<file path="src/sv/tmdp_pkg.sv">
// shared types, constants and codes for the trace mean difference peak unit
package tmdp_pkg;

  localparam int TRACE_DEPTH = 4096;

  localparam int ACTION_W = 2;
  localparam int INDEX_W  = 12;
  localparam int SAMPLE_W = 41;
  localparam int COUNT_W  = 16;
  localparam int DIFF_W   = 17;
  localparam int PEAK_W   = 17;

  // an index never reaches past 2^INDEX_W - 1, so the store needs no more rows
  localparam int MEM_DEPTH = (TRACE_DEPTH < (1 << INDEX_W)) ? TRACE_DEPTH : (1 << INDEX_W);
  localparam int ADDR_W    = (MEM_DEPTH > 1) ? $clog2(MEM_DEPTH) : 1;

  // divider works on a padded dividend, two quotient bits per cycle
  localparam int DIV_BITS  = SAMPLE_W + 1;
  localparam int DIV_STEPS = DIV_BITS / 2;
  localparam int STEP_W    = $clog2(DIV_STEPS + 1);

  localparam int IN_DATA_W  = 72;
  localparam int OUT_DATA_W = 40;

  typedef enum logic [ACTION_W-1:0] {
    ACT_ACCUM = 2'd0,
    ACT_DIFF  = 2'd1,
    ACT_CLEAR = 2'd2,
    ACT_NONE  = 2'd3
  } action_t;

  typedef enum logic [3:0] {
    S_INIT,
    S_IDLE,
    S_DECODE,
    S_ACCUM,
    S_DIV_OWN,
    S_WAIT_OWN,
    S_DIV_OTHER,
    S_WAIT_OTHER,
    S_FINISH,
    S_CLEAR,
    S_DONE
  } state_t;

  typedef struct packed {
    logic accept;
    logic mem_read;
    logic accum_write;
    logic sweep_write;
    logic div_start;
    logic div_sel_other;
    logic keep_own;
    logic finish;
    logic load_out;
  } cmd_t;

  typedef struct packed {
    action_t action;
    logic    div_busy;
    logic    sweep_end;
    logic    out_free;
  } stat_t;

endpackage

</file>
<file path="src/sv/tmdp_controller.sv">
// controller state machine sequencing the datapath
module tmdp_controller (
  input  logic            clk,
  input  logic            rst,
  input  logic            in_valid,
  output logic            in_ready,
  input  tmdp_pkg::stat_t stat,
  output tmdp_pkg::cmd_t  cmd
);
  import tmdp_pkg::*;

  state_t state, state_next;

  always_ff @(posedge clk) begin
    if (rst) begin
      state <= S_INIT;
    end else begin
      state <= state_next;
    end
  end

  always_comb begin
    state_next = state;
    unique case (state)
      S_INIT:       if (stat.sweep_end) state_next = S_IDLE;
      S_IDLE:       if (in_valid) state_next = S_DECODE;
      S_DECODE: begin
        unique case (stat.action)
          ACT_ACCUM: state_next = S_ACCUM;
          ACT_DIFF:  state_next = S_DIV_OWN;
          ACT_CLEAR: state_next = S_CLEAR;
          ACT_NONE:  state_next = S_DONE;
        endcase
      end
      S_ACCUM:      state_next = S_DONE;
      S_DIV_OWN:    state_next = S_WAIT_OWN;
      S_WAIT_OWN:   if (!stat.div_busy) state_next = S_DIV_OTHER;
      S_DIV_OTHER:  state_next = S_WAIT_OTHER;
      S_WAIT_OTHER: if (!stat.div_busy) state_next = S_FINISH;
      S_FINISH:     state_next = S_DONE;
      S_CLEAR:      if (stat.sweep_end) state_next = S_DONE;
      S_DONE:       if (stat.out_free) state_next = S_IDLE;
      default:      state_next = S_INIT;
    endcase
  end

  always_comb begin
    cmd      = '0;
    in_ready = 1'b0;
    unique case (state)
      S_INIT:       cmd.sweep_write = 1'b1;
      S_IDLE: begin
        in_ready   = 1'b1;
        cmd.accept = in_valid;
      end
      S_DECODE:     cmd.mem_read = 1'b1;
      S_ACCUM:      cmd.accum_write = 1'b1;
      S_DIV_OWN:    cmd.div_start = 1'b1;
      S_WAIT_OWN:   cmd.keep_own = !stat.div_busy;
      S_DIV_OTHER: begin
        cmd.div_start     = 1'b1;
        cmd.div_sel_other = 1'b1;
      end
      S_WAIT_OTHER: cmd.div_sel_other = 1'b1;
      S_FINISH:     cmd.finish = 1'b1;
      S_CLEAR:      cmd.sweep_write = 1'b1;
      S_DONE:       cmd.load_out = stat.out_free;
      default:      cmd = '0;
    endcase
  end

endmodule

</file>
<file path="config.mk">
export PLATFORM = sky130hd
export DESIGN_NAME = tmdp_controller
export DESIGN_NICKNAME = d
export VERILOG_FILES = /design/src/sv/tmdp_pkg.sv /design/src/sv/tmdp_controller.sv
export SDC_FILE = /design/constraint.sdc
export NUM_CORES = 1
export LEC_CHECK = 0
export ABC_AREA = 1
export BUFFER_PORTS_ARGS = -buffer_cell sky130_fd_sc_hd__buf_2
export CAP_MARGIN = 30
export CORE_AREA = 2 2 39 41
export CTS_BUF_LIST = sky130_fd_sc_hd__clkbuf_2 sky130_fd_sc_hd__clkbuf_4 sky130_fd_sc_hd__clkbuf_8
export CTS_CLUSTER_SIZE = 30
export DETAILED_ROUTE_END_ITERATION = 16
export DIE_AREA = 0 0 41 43
export GPL_TIMING_DRIVEN = 0
export PLACE_DENSITY = 0.64
export SLEW_MARGIN = 40
export SYNTH_ARGS = -nofsm -noshare
export SYNTH_HDL_FRONTEND = slang
export SYNTH_SLANG_ARGS = --single-unit
</file>
<file path="constraint.sdc">
create_clock -name clk -period 1.57 [get_ports clk]
set_input_delay 0.0785 -clock clk [delete_from_list [all_inputs] [get_ports clk]]
set_output_delay 0.0785 -clock clk [all_outputs]
set_load 0.005 [all_outputs]
</file>
==> impl_metrics.yaml <==
run_status:
  status: "complete, no violations"
sta:
  holdWs_ns: 0.0413
  slew_headroom: 0.805
  timing.setup.tns_ns: 0
  grt_setup_unrepaired: "false"
  setup-violations-final: 0
  slew_violations: 0
  worst_pin_slew_ns: 0.292
  finalCritPeriodShare: 0.910
  fmax_ghz: 0.700
  hold_violations: 0
  period_needed_ns: 1.43
  skew_ns: 0.00826
floorplan:
  rows: 14
  die_h_um: 43
  die_w_um: 41
  die_area_um2: 1760
  start_util: 0.359
  io_pins: 18
  fp.coreArea_um2: 1380
clock_tree:
  cts_tree: "done"
  clockRootBuffer: "clkbuf_4"
  cts-resized-gates: 0
  cts_setup_buffers: 0
  clk_latency_ns: 0.24
  htree_levels: 1
  clkSinkCount: 4
  cts_hold_buf: 0
  numCtsBuffers: 3
  clockBufferDepth: 2
  clk_pin_slew_worst_paths_ns: 0.04
place:
  dp_cells: 115
  gp_congestion: 0.742
  dpl_cell_area_um2: 602
  port_buffers: 17
  dpl.hpwl_um: 916
logic_synthesis:
  syn_area_per_cell_um2: 6.06
  synth_seq_cells: 4
  yosys_warnings: 0
  ys_types: 20
  postSynthCellCount: 82
  syn_nets: 94
  yosysTopAreaCell: "dfxtp_1"
  seq_area_frac_synth: 0.161
  synth_top_area_share: 0.161
  synth_area_um2: 497
  ys_top_cells_by_area: "dfxtp_1, nand2_1, ha_1"
setup_path:
  endpoint_kind: "output pin"
  crit_chain: "inv_2, nor2_1, inv_1, nor3_1, buf_2"
  r2r_slack_ns: 0.30
  r2r_start: "state[1]"
  cp_slowest_cell: "dfxtp_1"
  critPathRequiredTime_ns: 1.49
  rr_worst_depth: 8
  cp.arrival_ns: 1.35
  slowest_delay_ns: 0.40
  path_class: "register to output pin"
  r2r-end: "state[0]"
  start_kind: "register"
  crit_fanout: 5
layout:
  area_growth_pct: 25.7
  drive_gt1_frac: 0.343
  largest_reg_flops: 4
  largest-register: "state"
  final_area_um2: 624
  diodes: 0
  fin_cells: 118
  top_regs: "state: 4 flops"
  fillers: 144
  nets: 116
routing:
  wl_per_cell_um: 9.58
  wirelength_mm: 1.13
  drc_errors: 0
  via_count: 568
  antenna_left: 0
  drt_iter0_markers: 19
  viasPerCell: 4.81
  drt_pass1_iterations: 4
job:
  maxCapViolCount: 0
pwr:
  vdd_ir_drop_max_v: 0.000405
  powerDensity_nw_per_um2: 1310
  leakage_uw: 0.000346
  p_total_uw: 818
global_route:
  antenna_found_initial: 0
  grt_use_total: 0.141
  grt_max_degree: 9
  overflow: 0
  grt_pass1_wl_mm: 1.73
  grt_pass1_vias: 475
hold_path:
  worstHoldEndpoint: "state[2]"
  hold_depth: 2
  holdCritStartpoint: "rst"
  hp-class: "primary input to register"
==> cell usage after synthesis (all sizes together) <==
master and instances:
nand2 20, inv 15, nor2 15, nand3 7, o21ai 6, a21oi 4, dfxtp 4, ha 4
nor3 3, clkinv 1, nand4 1, o211ai 1, o22ai 1
==> placed cells by master (no fill, tap or decap), drive strengths merged <==
master and instances:
a21oi 4, buf 17, clkbuf 3, clkinv 1
dfxtp 4, ha 4, inv 15, nand2 20
nand3 7, nand4 1, nor2 15, nor3 3
o211ai 1, o21ai 6, o22ai 1
==> per-layer routing <==
metal  part of all wire  track usage
met1               0.46        0.183
met2               0.49        0.222
met3              0.036            0
met4              0.012       0.0800
met5                  0            0
==> how the worst max path moves through the flow <==
stage                   from        to  slack [ns]  cells past startpoint
CTS                 state[2]    cmd[2]        0.16                      5
detailed placement  state[1]  state[3]        0.32                      8
finish              state[2]    cmd[2]        0.14                      5
floorplan           state[1]  state[0]        0.46                      8
global route        state[2]    cmd[2]        0.05                      5
global placement    state[0]  state[0]        0.32                      8
==> power by group <==
group / total (uW) / internal [uW] / switching [uW]
registers: 183 / 130 / 53.1
logic: 503 / 195 / 308
clock network: 131 / 85.7 / 45.5
==> final cells by class <==
type,count,area (um2),area share
Multi-Input combinational cell,62,357,0.571
Timing Repair Buffer,17,85.1,0.136
Sequential cell,4,80.1,0.128
Inverter,16,60.1,0.0962
Clock buffer,3,22.5,0.0361
Tap cell,16,20.0,0.0321
==> per-stage QoR <==
| step | worst slack (ns) | util |
|---|---|---|
| after floorplan | 0.463 | - |
| after global placement | 0.318 | 0.435 |
| after detailed placement | 0.321 | 0.435 |
| after CTS | 0.163 | 0.451 |
| after global routing | 0.0533 | 0.451 |
| final | 0.141 | 0.451 |
==> cells by family (layout without fill, tap and decap cells) <==
logic type | count (synthesis) | in the layout | synth area share
AND/OR/NAND/NOR | 46 | 46 | 0.489
buffers and inverters | 16 | 36 | 0.121
AO/OA/AOI/OAI | 12 | 12 | 0.128
adder cells (fa/ha/maj) | 4 | 4 | 0.101
flip-flops | 4 | 4 | 0.161
==> worst max-delay path: cells and delay by family, from the launching register on <==
family / cells / cell delay, ns
buffers and inverters: 3 / 0.34
and+or+nand+nor: 2 / 0.36
DFF: 1 / 0.40
Note: power is estimated with default switching activity, not from simulation.
